==> config.mk <==
export PLATFORM = sky130hd
export DESIGN_NAME = go_back_n_link_control_core
export DESIGN_NICKNAME = d
export VERILOG_FILES = /design/src/hw/rtl/gbn_pkg.sv /design/src/hw/rtl/gbn_ctrl.sv /design/src/hw/rtl/gbn_datapath.sv /design/src/hw/rtl/go_back_n_link_control_core.sv
export SDC_FILE = /design/constraint.sdc
export NUM_CORES = 1
export LEC_CHECK = 0
export ABC_AREA = 1
export BUFFER_PORTS_ARGS = -buffer_cell sky130_fd_sc_hd__buf_2
export CORE_MARGIN = 2
export CORE_UTILIZATION = 35
export DETAILED_ROUTE_END_ITERATION = 6
export PLACE_DENSITY = 0.64
export REMOVE_ABC_BUFFERS = 1
export SLEW_MARGIN = 20
export SYNTH_ARGS = -nofsm -noshare
export SYNTH_HDL_FRONTEND = slang
export SYNTH_SLANG_ARGS = --single-unit
export TNS_END_PERCENT = 10
==> constraint.sdc <==
create_clock -name aclk -period 2.41 [get_ports aclk]
set_input_delay 0.1205 -clock aclk [delete_from_list [all_inputs] [get_ports aclk]]
set_output_delay 0.1205 -clock aclk [all_outputs]
set_load 0.1 [all_outputs]
==> src/hw/rtl/gbn_pkg.sv <==
package gbn_pkg;

    // Event codes on the input channel
    typedef enum logic [2:0] {
        OP_PACKET   = 3'd0,
        OP_LINE     = 3'd1,
        OP_FRAME    = 3'd2,
        OP_DATA_TMO = 3'd3,
        OP_ACK_TMO  = 3'd4
    } op_t;

    // Kind of a received frame
    localparam logic [1:0] RX_DATA = 2'd0;
    localparam logic [1:0] RX_ACK  = 2'd1;
    localparam logic [1:0] RX_NAK  = 2'd2;

    // Kind of a result beat
    typedef enum logic [1:0] {
        KIND_NONE = 2'd0,
        KIND_DATA = 2'd1,
        KIND_ACK  = 2'd2,
        KIND_NAK  = 2'd3
    } send_kind_t;

    // Ack timer command
    typedef enum logic [1:0] {
        ATC_LEAVE = 2'd0,
        ATC_START = 2'd1,
        ATC_STOP  = 2'd2
    } atc_t;

    // Frames emitted per event at most
    localparam int MAX_FRAMES  = 7;
    localparam int FRAME_CNT_W = 3;

    typedef enum logic [2:0] {
        ST_IDLE,
        ST_EVAL,
        ST_WALK,
        ST_RX,
        ST_FRAME,
        ST_RESEND,
        ST_STATUS
    } state_t;

    typedef struct packed {
        logic       load;
        logic       pkt_prep;
        logic       line_set;
        logic       walk_step;
        logic       rx_deliver;
        logic       ack_start;
        logic       resend_init;
        logic       resend_step;
        logic       emit;
        send_kind_t emit_kind;
    } gbn_cmd_t;

    typedef struct packed {
        op_t        op;
        logic       frame_good;
        logic [1:0] frame_kind;
        logic       window_full;
        logic       nak_allowed;
        logic       walk_more;
        logic       nak_in_window;
        logic       seq_match;
        logic       resend_more;
        logic       out_free;
    } gbn_stat_t;

    typedef struct packed {
        send_kind_t send_kind;
        logic [2:0] send_seq;
        logic [2:0] send_ack;
        logic       start_data_timer;
        logic [7:0] stopped_timers;
        atc_t       ack_timer_cmd;
        logic       deliver_packet;
        logic       network_enable;
        logic       last;
    } gbn_result_t;

endpackage

==> src/hw/rtl/gbn_ctrl.sv <==
module gbn_ctrl (
    input  logic              aclk,
    input  logic              aresetn,
    input  logic              s_tvalid,
    output logic              s_tready,
    input  gbn_pkg::gbn_stat_t stat,
    output gbn_pkg::gbn_cmd_t  cmd
);
    import gbn_pkg::*;

    state_t     state_reg, state_next;
    send_kind_t frame_kind_reg, frame_kind_next;

    always_ff @(posedge aclk) begin
        if (!aresetn) begin
            state_reg      <= ST_IDLE;
            frame_kind_reg <= KIND_NONE;
        end else begin
            state_reg      <= state_next;
            frame_kind_reg <= frame_kind_next;
        end
    end

    always_comb begin
        state_next      = state_reg;
        frame_kind_next = frame_kind_reg;
        cmd             = '0;
        cmd.emit_kind   = KIND_NONE;
        s_tready        = 1'b0;
        case (state_reg)
            ST_IDLE: begin
                s_tready = 1'b1;
                if (s_tvalid) begin
                    cmd.load   = 1'b1;
                    state_next = ST_EVAL;
                end
            end
            ST_EVAL: begin
                state_next = ST_STATUS;
                case (stat.op)
                    OP_PACKET: begin
                        if (!stat.window_full) begin
                            cmd.pkt_prep    = 1'b1;
                            frame_kind_next = KIND_DATA;
                            state_next      = ST_FRAME;
                        end
                    end
                    OP_LINE: cmd.line_set = 1'b1;
                    OP_FRAME: begin
                        if (!stat.frame_good) begin
                            if (stat.nak_allowed) begin
                                frame_kind_next = KIND_NAK;
                                state_next      = ST_FRAME;
                            end
                        end else begin
                            state_next = ST_WALK;
                        end
                    end
                    OP_DATA_TMO: begin
                        cmd.resend_init = 1'b1;
                        state_next      = ST_RESEND;
                    end
                    OP_ACK_TMO: begin
                        frame_kind_next = KIND_ACK;
                        state_next      = ST_FRAME;
                    end
                    default: state_next = ST_STATUS;
                endcase
            end
            ST_WALK: begin
                // advance the window one slot per cycle up to the cumulative ack
                if (stat.walk_more) begin
                    cmd.walk_step = 1'b1;
                end else begin
                    state_next = ST_RX;
                end
            end
            ST_RX: begin
                state_next = ST_STATUS;
                if (stat.frame_kind == RX_DATA) begin
                    if (stat.seq_match) begin
                        cmd.rx_deliver = 1'b1;
                    end else if (stat.nak_allowed) begin
                        frame_kind_next = KIND_NAK;
                        state_next      = ST_FRAME;
                    end else begin
                        cmd.ack_start = 1'b1;
                    end
                end else if (stat.frame_kind == RX_NAK && stat.nak_in_window) begin
                    cmd.resend_init = 1'b1;
                    state_next      = ST_RESEND;
                end
            end
            ST_FRAME: begin
                if (stat.out_free) begin
                    cmd.emit      = 1'b1;
                    cmd.emit_kind = frame_kind_reg;
                    state_next    = ST_STATUS;
                end
            end
            ST_RESEND: begin
                if (!stat.resend_more) begin
                    state_next = ST_STATUS;
                end else if (stat.out_free) begin
                    cmd.emit        = 1'b1;
                    cmd.emit_kind   = KIND_DATA;
                    cmd.resend_step = 1'b1;
                end
            end
            ST_STATUS: begin
                if (stat.out_free) begin
                    cmd.emit      = 1'b1;
                    cmd.emit_kind = KIND_NONE;
                    state_next    = ST_IDLE;
                end
            end
            default: state_next = ST_IDLE;
        endcase
    end

endmodule

==> src/hw/rtl/gbn_datapath.sv <==
module gbn_datapath #(
    parameter int MAX_SEQUENCE = 7
) (
    input  logic                 aclk,
    input  logic                 aresetn,
    input  logic [2:0]           in_operation,
    input  logic                 in_frame_good,
    input  logic [1:0]           in_frame_kind,
    input  logic [2:0]           in_frame_seq,
    input  logic [2:0]           in_cum_ack,
    input  gbn_pkg::gbn_cmd_t    cmd,
    output gbn_pkg::gbn_stat_t   stat,
    output logic                 out_valid,
    input  logic                 out_ready,
    output gbn_pkg::gbn_result_t out_result
);
    import gbn_pkg::*;

    localparam int SEQ_W = (MAX_SEQUENCE < 2) ? 1 : $clog2(MAX_SEQUENCE + 1);
    localparam logic [SEQ_W-1:0] SEQ_MAX  = SEQ_W'(MAX_SEQUENCE);
    localparam logic [SEQ_W:0]   SEQ_MODV = (SEQ_W + 1)'(MAX_SEQUENCE + 1);

    function automatic logic [SEQ_W-1:0] seq_inc(input logic [SEQ_W-1:0] v);
        return (v == SEQ_MAX) ? '0 : v + SEQ_W'(1);
    endfunction

    function automatic logic [SEQ_W-1:0] seq_add(input logic [SEQ_W-1:0] a,
                                                 input logic [SEQ_W-1:0] b);
        logic [SEQ_W:0] s;
        s = {1'b0, a} + {1'b0, b};
        if (s >= SEQ_MODV) s = s - SEQ_MODV;
        return s[SEQ_W-1:0];
    endfunction

    // fold a 3-bit received number into the sequence space
    function automatic logic [SEQ_W-1:0] seq_fold(input logic [2:0] v);
        logic [7:0] r;
        r = {5'b0, v};
        for (int i = 0; i < 7; i++) begin
            if (r >= 8'(MAX_SEQUENCE + 1)) r = r - 8'(MAX_SEQUENCE + 1);
        end
        return SEQ_W'(r);
    endfunction

    function automatic logic in_win(input logic [SEQ_W-1:0] a,
                                    input logic [SEQ_W-1:0] b,
                                    input logic [SEQ_W-1:0] c);
        return ((a <= b) && (b < c)) || ((c < a) && (a <= b)) || ((b < c) && (c < a));
    endfunction

    // link state
    logic [SEQ_W-1:0] wl_reg, wl_next;
    logic [SEQ_W-1:0] ns_reg, ns_next;
    logic [SEQ_W-1:0] exp_reg, exp_next;
    logic [SEQ_W-1:0] bc_reg, bc_next;
    logic             nak_reg, nak_next;
    logic             lr_reg, lr_next;

    // per-event registers
    op_t              op_reg, op_next;
    logic             good_reg, good_next;
    logic [1:0]       kind_reg, kind_next;
    logic [SEQ_W-1:0] fseq_reg, fseq_next;
    logic [SEQ_W-1:0] fack_reg, fack_next;
    logic [SEQ_W-1:0] cursor_reg, cursor_next;
    logic [FRAME_CNT_W-1:0] remain_reg, remain_next;
    logic [7:0]       mask_reg, mask_next;
    atc_t             atc_reg, atc_next;
    logic             dlv_reg, dlv_next;
    logic             first_reg, first_next;

    // result register
    logic             out_valid_reg, out_valid_next;
    gbn_result_t      res_reg, res_next;

    logic [SEQ_W-1:0] ack_field;

    assign ack_field = (exp_reg == '0) ? SEQ_MAX : exp_reg - SEQ_W'(1);

    always_ff @(posedge aclk) begin
        if (!aresetn) begin
            wl_reg        <= '0;
            ns_reg        <= '0;
            exp_reg       <= '0;
            bc_reg        <= '0;
            nak_reg       <= 1'b1;
            lr_reg        <= 1'b0;
            out_valid_reg <= 1'b0;
        end else begin
            wl_reg        <= wl_next;
            ns_reg        <= ns_next;
            exp_reg       <= exp_next;
            bc_reg        <= bc_next;
            nak_reg       <= nak_next;
            lr_reg        <= lr_next;
            out_valid_reg <= out_valid_next;
        end
    end

    always_ff @(posedge aclk) begin
        op_reg     <= op_next;
        good_reg   <= good_next;
        kind_reg   <= kind_next;
        fseq_reg   <= fseq_next;
        fack_reg   <= fack_next;
        cursor_reg <= cursor_next;
        remain_reg <= remain_next;
        mask_reg   <= mask_next;
        atc_reg    <= atc_next;
        dlv_reg    <= dlv_next;
        first_reg  <= first_next;
        res_reg    <= res_next;
    end

    always_comb begin
        wl_next        = wl_reg;
        ns_next        = ns_reg;
        exp_next       = exp_reg;
        bc_next        = bc_reg;
        nak_next       = nak_reg;
        lr_next        = lr_reg;
        op_next        = op_reg;
        good_next      = good_reg;
        kind_next      = kind_reg;
        fseq_next      = fseq_reg;
        fack_next      = fack_reg;
        cursor_next    = cursor_reg;
        remain_next    = remain_reg;
        mask_next      = mask_reg;
        atc_next       = atc_reg;
        dlv_next       = dlv_reg;
        first_next     = first_reg;
        res_next       = res_reg;
        out_valid_next = out_valid_reg && !out_ready;

        if (cmd.load) begin
            op_next    = op_t'(in_operation);
            good_next  = in_frame_good;
            kind_next  = in_frame_kind;
            fseq_next  = seq_fold(in_frame_seq);
            fack_next  = seq_fold(in_cum_ack);
            mask_next  = '0;
            atc_next   = ATC_LEAVE;
            dlv_next   = 1'b0;
            first_next = 1'b1;
        end

        if (cmd.pkt_prep) begin
            cursor_next = ns_reg;
            ns_next     = seq_inc(ns_reg);
            bc_next     = bc_reg + SEQ_W'(1);
        end

        if (cmd.line_set) lr_next = 1'b1;

        if (cmd.walk_step) begin
            if (bc_reg != '0) bc_next = bc_reg - SEQ_W'(1);
            for (int i = 0; i < 8; i++) begin
                if (int'(wl_reg) == i) mask_next[i] = 1'b1;
            end
            wl_next = seq_inc(wl_reg);
        end

        if (cmd.rx_deliver) begin
            dlv_next = 1'b1;
            nak_next = 1'b1;
            exp_next = seq_inc(exp_reg);
            atc_next = ATC_START;
        end

        if (cmd.ack_start) atc_next = ATC_START;

        if (cmd.resend_init) begin
            cursor_next = wl_reg;
            ns_next     = seq_add(wl_reg, bc_reg);
            if (int'(bc_reg) > MAX_FRAMES) begin
                remain_next = FRAME_CNT_W'(MAX_FRAMES);
            end else begin
                remain_next = FRAME_CNT_W'(bc_reg);
            end
        end

        if (cmd.resend_step) begin
            cursor_next = seq_inc(cursor_reg);
            remain_next = remain_reg - FRAME_CNT_W'(1);
        end

        if (cmd.emit) begin
            out_valid_next          = 1'b1;
            first_next              = 1'b0;
            res_next.send_kind      = cmd.emit_kind;
            res_next.send_seq       = '0;
            res_next.send_ack       = 3'(ack_field);
            res_next.start_data_timer = 1'b0;
            res_next.stopped_timers = first_reg ? mask_reg : 8'h00;
            res_next.ack_timer_cmd  = ATC_STOP;
            res_next.deliver_packet = 1'b0;
            res_next.network_enable = 1'b0;
            res_next.last           = 1'b0;
            case (cmd.emit_kind)
                KIND_DATA: begin
                    res_next.send_seq         = 3'(cursor_reg);
                    res_next.start_data_timer = 1'b1;
                    lr_next                   = 1'b0;
                end
                KIND_ACK: lr_next = 1'b0;
                KIND_NAK: begin
                    nak_next = 1'b0;
                    lr_next  = 1'b0;
                end
                default: begin
                    res_next.send_ack       = '0;
                    res_next.ack_timer_cmd  = atc_reg;
                    res_next.deliver_packet = dlv_reg;
                    res_next.network_enable = (bc_reg != SEQ_MAX) && lr_reg;
                    res_next.last           = 1'b1;
                end
            endcase
        end
    end

    always_comb begin
        stat.op            = op_reg;
        stat.frame_good    = good_reg;
        stat.frame_kind    = kind_reg;
        stat.window_full   = (bc_reg == SEQ_MAX);
        stat.nak_allowed   = nak_reg;
        stat.walk_more     = in_win(wl_reg, fack_reg, ns_reg);
        stat.nak_in_window = in_win(wl_reg, seq_inc(fack_reg), ns_reg);
        stat.seq_match     = (fseq_reg == exp_reg);
        stat.resend_more   = (remain_reg != '0);
        stat.out_free      = !out_valid_reg || out_ready;
    end

    assign out_valid  = out_valid_reg;
    assign out_result = res_reg;

endmodule

==> src/hw/rtl/go_back_n_link_control_core.sv <==
// Channel | Dir | tdata fields (low bit up)                         | tuser                 | tlast
// s_      | in  | frame_good, frame_seq, cum_ack                    | operation, frame_kind | -
// m_      | out | send_seq, send_ack, start_data_timer,              | send_kind             | last
//         |     | stopped_timers, ack_timer_cmd, deliver_packet,     |                       |
//         |     | network_enable                                     |                       |
//
// One event at a time: the core accepts an event, decodes it, then emits its result beats.
// A good received frame first walks the window one slot per cycle up to its cumulative ack,
// then takes its receive decision; a retransmission, by timeout or by an in-window NAK,
// leaves its resend state after its last data beat and then emits the status beat.
// Reset (aresetn low, synchronous) empties the window and the result register.
// m_tready low holds the result register and stalls the event in progress.
module go_back_n_link_control_core #(
    parameter int MAX_SEQUENCE = 7
) (
    input  logic        aclk,
    input  logic        aresetn,
    input  logic        s_tvalid,
    output logic        s_tready,
    // [0] frame_good, [3:1] frame_seq, [6:4] cum_ack, [7] zero
    input  logic [7:0]  s_tdata,
    // [2:0] operation, [4:3] frame_kind
    input  logic [4:0]  s_tuser,
    output logic        m_tvalid,
    input  logic        m_tready,
    // [2:0] send_seq, [5:3] send_ack, [6] start_data_timer, [14:7] stopped_timers,
    // [16:15] ack_timer_cmd, [17] deliver_packet, [18] network_enable, [23:19] zero
    output logic [23:0] m_tdata,
    // [1:0] send_kind
    output logic [1:0]  m_tuser,
    output logic        m_tlast
);
    import gbn_pkg::*;

    gbn_cmd_t    cmd;
    gbn_stat_t   stat;
    gbn_result_t res;

    // sequencer: decode the event, walk the ack, pace the frame beats
    gbn_ctrl u_ctrl (
        .aclk     (aclk),
        .aresetn  (aresetn),
        .s_tvalid (s_tvalid),
        .s_tready (s_tready),
        .stat     (stat),
        .cmd      (cmd)
    );

    // window edges, receive state and the result register
    gbn_datapath #(
        .MAX_SEQUENCE (MAX_SEQUENCE)
    ) u_datapath (
        .aclk          (aclk),
        .aresetn       (aresetn),
        .in_operation  (s_tuser[2:0]),
        .in_frame_good (s_tdata[0]),
        .in_frame_kind (s_tuser[4:3]),
        .in_frame_seq  (s_tdata[3:1]),
        .in_cum_ack    (s_tdata[6:4]),
        .cmd           (cmd),
        .stat          (stat),
        .out_valid     (m_tvalid),
        .out_ready     (m_tready),
        .out_result    (res)
    );

    // pack the result beat
    assign m_tdata = {5'b0, res.network_enable, res.deliver_packet, res.ack_timer_cmd,
                      res.stopped_timers, res.start_data_timer, res.send_ack, res.send_seq};
    assign m_tuser = res.send_kind;
    assign m_tlast = res.last;

    // one event in flight: an accepted beat closes the input side
    a_one_event: assert property (@(posedge aclk) disable iff (!aresetn)
        (s_tvalid && s_tready) |=> !s_tready)
        else $error("input accepted while an event is in flight");

    // only the status beat closes an event
    a_last_is_status: assert property (@(posedge aclk) disable iff (!aresetn)
        (m_tvalid && m_tlast) |-> (m_tuser == KIND_NONE))
        else $error("last set on a frame beat");

    // every data frame beat starts its retransmit timer and stops the ack timer
    a_data_timer: assert property (@(posedge aclk) disable iff (!aresetn)
        (m_tvalid && m_tuser == KIND_DATA) |-> (m_tdata[6] && m_tdata[16:15] == ATC_STOP))
        else $error("data frame beat without timer commands");

    // no frame or status beat is produced while the input side is open
    a_idle_quiet: assert property (@(posedge aclk) disable iff (!aresetn)
        (s_tready && m_tvalid && m_tready) |=> !m_tvalid)
        else $error("result beat produced while idle");

endmodule

==> flow_metrics.env <==
export IMPL_status="finished, violations left"
export IMPL_failed_checks="setup timing"
export IMPL_hold_violations=0
export IMPL_path_max_fanout=5
export IMPL_drt_met1_wl_um=3927
export IMPL_critical_path_top_delay_family="adder cells"
export IMPL_start_kind="flip-flop"
export IMPL_cap_violations=0
export IMPL_cts_tree="built"
export IMPL_powerDensity_nw_per_um2=1099
export IMPL_top_layer="met4"
export IMPL_place_gp_congestion=0.8526
export IMPL_grt_max_degree=15
export IMPL_vias_per_cell=4.592
export IMPL_synth_top_area_cell="edfxtp_1"
export IMPL_cts_buffers=9
export IMPL_route_met3_wl_um=255
export IMPL_grt_pass1_wl_um=12880
export IMPL_tightest_slew_ns=0.5162
export IMPL_path_clk_slew_ns=0.08
export IMPL_fin_ws_ns=-0.001286
export IMPL_slowest_stage="edfxtp_1"
export IMPL_synth_most_common_cell="nand2_1"
export IMPL_dr_wl_met2_um=3776
export IMPL_tns_ns=-0.002460
export IMPL_avgSynthCellArea_um2=8.770
export IMPL_synthArstFlopShare_pct=0
export IMPL_htreeDepth=3
export IMPL_rsz0062_at_grt="yes"
export IMPL_skew_ns=0.009299
export IMPL_synth_seq_cells=71
export IMPL_clock_path_buffers=2
export IMPL_std_cell_rows=37
export IMPL_vias=2994
export IMPL_min_to="u_datapath.nak_reg"
export IMPL_synth_cells=431
export IMPL_synth_cell_types=41
export IMPL_start_util_pct=36.29
export IMPL_yosys_warnings=0
export IMPL_drt_pass1_iterations=4
export IMPL_cp_num_buf_inv=2
export IMPL_layout_cells_non_filler=652
export IMPL_fmax_mhz=414.7
export IMPL_die_area_um2=11650
export IMPL_placed_cells=617
export IMPL_cts_sinks=71
export IMPL_netlist_top_cells_count="nand2_1, inv_1, edfxtp_1"
export IMPL_grt_antenna_before_repair=0
export IMPL_path_cells="ha_4 -> ha_4 -> ha_1 -> nand2_1 -> inv_1 -> nand2_2 -> nand2_2 -> a21oi_4 -> nand3_4 -> buf_6 -> nand4_1"
export IMPL_drt_wirelength_per_cell_um=12.50
export IMPL_n_fill_cell=1030
export IMPL_slew_limit_headroom_pct=65.40
export IMPL_netlist_area_um2=3780
export IMPL_num_io_pins=46
export IMPL_timing_rr_end="u_datapath.cursor_reg[1]"
export IMPL_finalCritPeriodShare_pct=100.1
export IMPL_largest_reg_flops=22
export IMPL_synth_top_area_share_pct=31.78
export IMPL_cts_root_buf="clkbuf_8"
export IMPL_slew_viol_final=0
export IMPL_synthTopCellsByArea="edfxtp_1, dfxtp_1, ha_1"
export IMPL_r2r_setup_slack_ns=-0.001
export IMPL_r2r_start="u_datapath.fack_reg[0]"
export IMPL_place_area_um2=4218
export IMPL_hold_class="input port to flip-flop"
export IMPL_synth_edf_count=40
export IMPL_r2r_cells=11
export IMPL_min_from="aresetn"
export IMPL_grt_usage_pct=14.56
export IMPL_nNetsFinal=564
export IMPL_finalCriticalPeriod_ns=2.411
export IMPL_clk_latency_ns=0.37
export IMPL_stdcell_area_um2=4732
export IMPL_setup_violations=2
export IMPL_ir_worst_vdd_uv=739.2
export IMPL_drcViolationCount=0
export IMPL_routed_wl_um=8148
export IMPL_grt_overflow_total=0
export IMPL_areaGrowthSynthToFinish_pct=25.19
export IMPL_crit_path_max_incr_delay_ns=0.44
export IMPL_drive_gt1_share_pct=22.48
export IMPL_ant_nets=0
export IMPL_ys_flop_type="edfxtp_1"
export IMPL_yosysSeqAreaShare_pct=48.20
export IMPL_critical_path_class="flip-flop to flip-flop"
export IMPL_hpwl_um=5870
export IMPL_leakage_nw=2.186
export IMPL_dieHeight_um=107.9
export IMPL_diodes=0
export IMPL_min_path_cells=2
export IMPL_end_kind="flip-flop"
export IMPL_port_buffers=39
export IMPL_core_um2=10420
export IMPL_drtIter0Drc=186
export IMPL_total_power_w=0.005201
export IMPL_pre_cts_slack_ns=-0.1809
export IMPL_grt_pass1_vias=2724
export IMPL_cp_required_ns=2.48
export IMPL_cp_arrival_ns=2.48
export IMPL_die_x_um=107.9
kinds of logic after synthesis:
logic type                 Yosys count  synth area share [%]
AOI/OAI and AO/OA                   61                 8.838
and+or+nand+nor                    174                 20.23
adders and majority gates           36                 12.12
DFF                                 71                 48.20
other                                1               0.09921
buffers and inverters               81                 8.905
xor gates and xnor gates             7                 1.622
worst max path at each step:
| stage | startpoint | end | slack [ns] | cells after the start |
|---|---|---|---|---|
| 3_3_place_gp | u_datapath.fack_reg[0] | u_datapath.cursor_reg[1] | -0.06 | 12 |
| 5_1_grt | u_datapath.fack_reg[0] | u_datapath.cursor_reg[2] | -0.09 | 9 |
| 2_1_floorplan | u_ctrl.state_reg[2] | u_datapath.fack_reg[0] | -0.67 | 5 |
| 4_1_cts | u_datapath.fack_reg[1] | u_datapath.cursor_reg[0] | -0.003 | 15 |
| 3_5_place_dp | u_datapath.fack_reg[0] | u_datapath.cursor_reg[2] | -0.18 | 12 |
| 6_report | u_datapath.fack_reg[0] | u_datapath.cursor_reg[1] | -0.001 | 11 |
area by class of cell:
class / count / area (um^2) / share of cell area, %
Clock inverter: 6 / 61.31 / 1.296
Sequential cell: 71 / 1822 / 38.50
Multi-Input combinational cell: 284 / 1785 / 37.73
Clock buffer: 10 / 127.6 / 2.697
Inverter: 71 / 266.5 / 5.632
Timing Repair Buffer: 74 / 499.2 / 10.55
Tap cell: 136 / 170.2 / 3.596
per-layer routing:
metal | vias up | track usage (%)
met5 | - | 0
met4 | 0 | 8.242
met3 | 12 | 2.845
met2 | 46 | 22.33
met1 | 1377 | 19.21
li1 | 1559 | -
where the power goes:
group	leakage [nW]	switching [W]	total, W	internal [W]
Clock	0.0976	0.000469	0.000944	0.000474
Combinational	1.46	0.00182	0.00250	0.000678
Sequential	0.625	0.000150	0.00176	0.00161
Total	2.19	0.00244	0.00520	0.00276
cells in the final DEF (no fill, tap or decap), types with 5 or more instances in the layout:
cell type / synthesis / routed
nand2_1: 96 / 90
inv_1: 66 / 64
edfxtp_1: 40 / 40
buf_2: 2 / 39
nor2_1: 35 / 33
dfxtp_1: 31 / 31
ha_1: 35 / 30
o21ai_0: 24 / 23
a21oi_1: 23 / 20
buf_4: 5 / 20
nand3_1: 22 / 18
dlygate4sd3_1: 0 / 12
clkbuf_8: 0 / 9
nand2_2: 2 / 7
inv_2: 5 / 7
nand4_1: 5 / 5
nand3_2: 1 / 5
xnor2_1: 5 / 5
ha_4: 0 / 5
conb_1: 1 / 5
worst register-to-register path, delay by kind of cell, from the launching register on:
family	cells	cell delay, ns
AOI/OAI and AO/OA	1	0.21
and+or+nand+nor	5	0.51
DFF	1	0.44
adders and majority gates	3	0.76
buffers and inverters	2	0.21
metrics by stage:
step                      hold slack, ns  utilization, %
after detailed placement          0.2987           40.49
after CTS                        0.08929           44.40
final                            0.09771           45.43
after global placement            0.2975           40.49
after global routing              0.1114           45.43
after floorplan                   0.1895               -
what timing repair did:
action / 4_1_cts / 5_1_grt
buffers inserted: 3 / 3
endpoints found under the hold margin: 12 / 0
gates resized for setup: 11 / 21
cloned: 1 / 0
hold buffers: 12 / 0
pin swaps: 5 / 15
endpoints found under the setup margin: 13 / 14
Note: power is estimated with default switching activity, not from simulation.
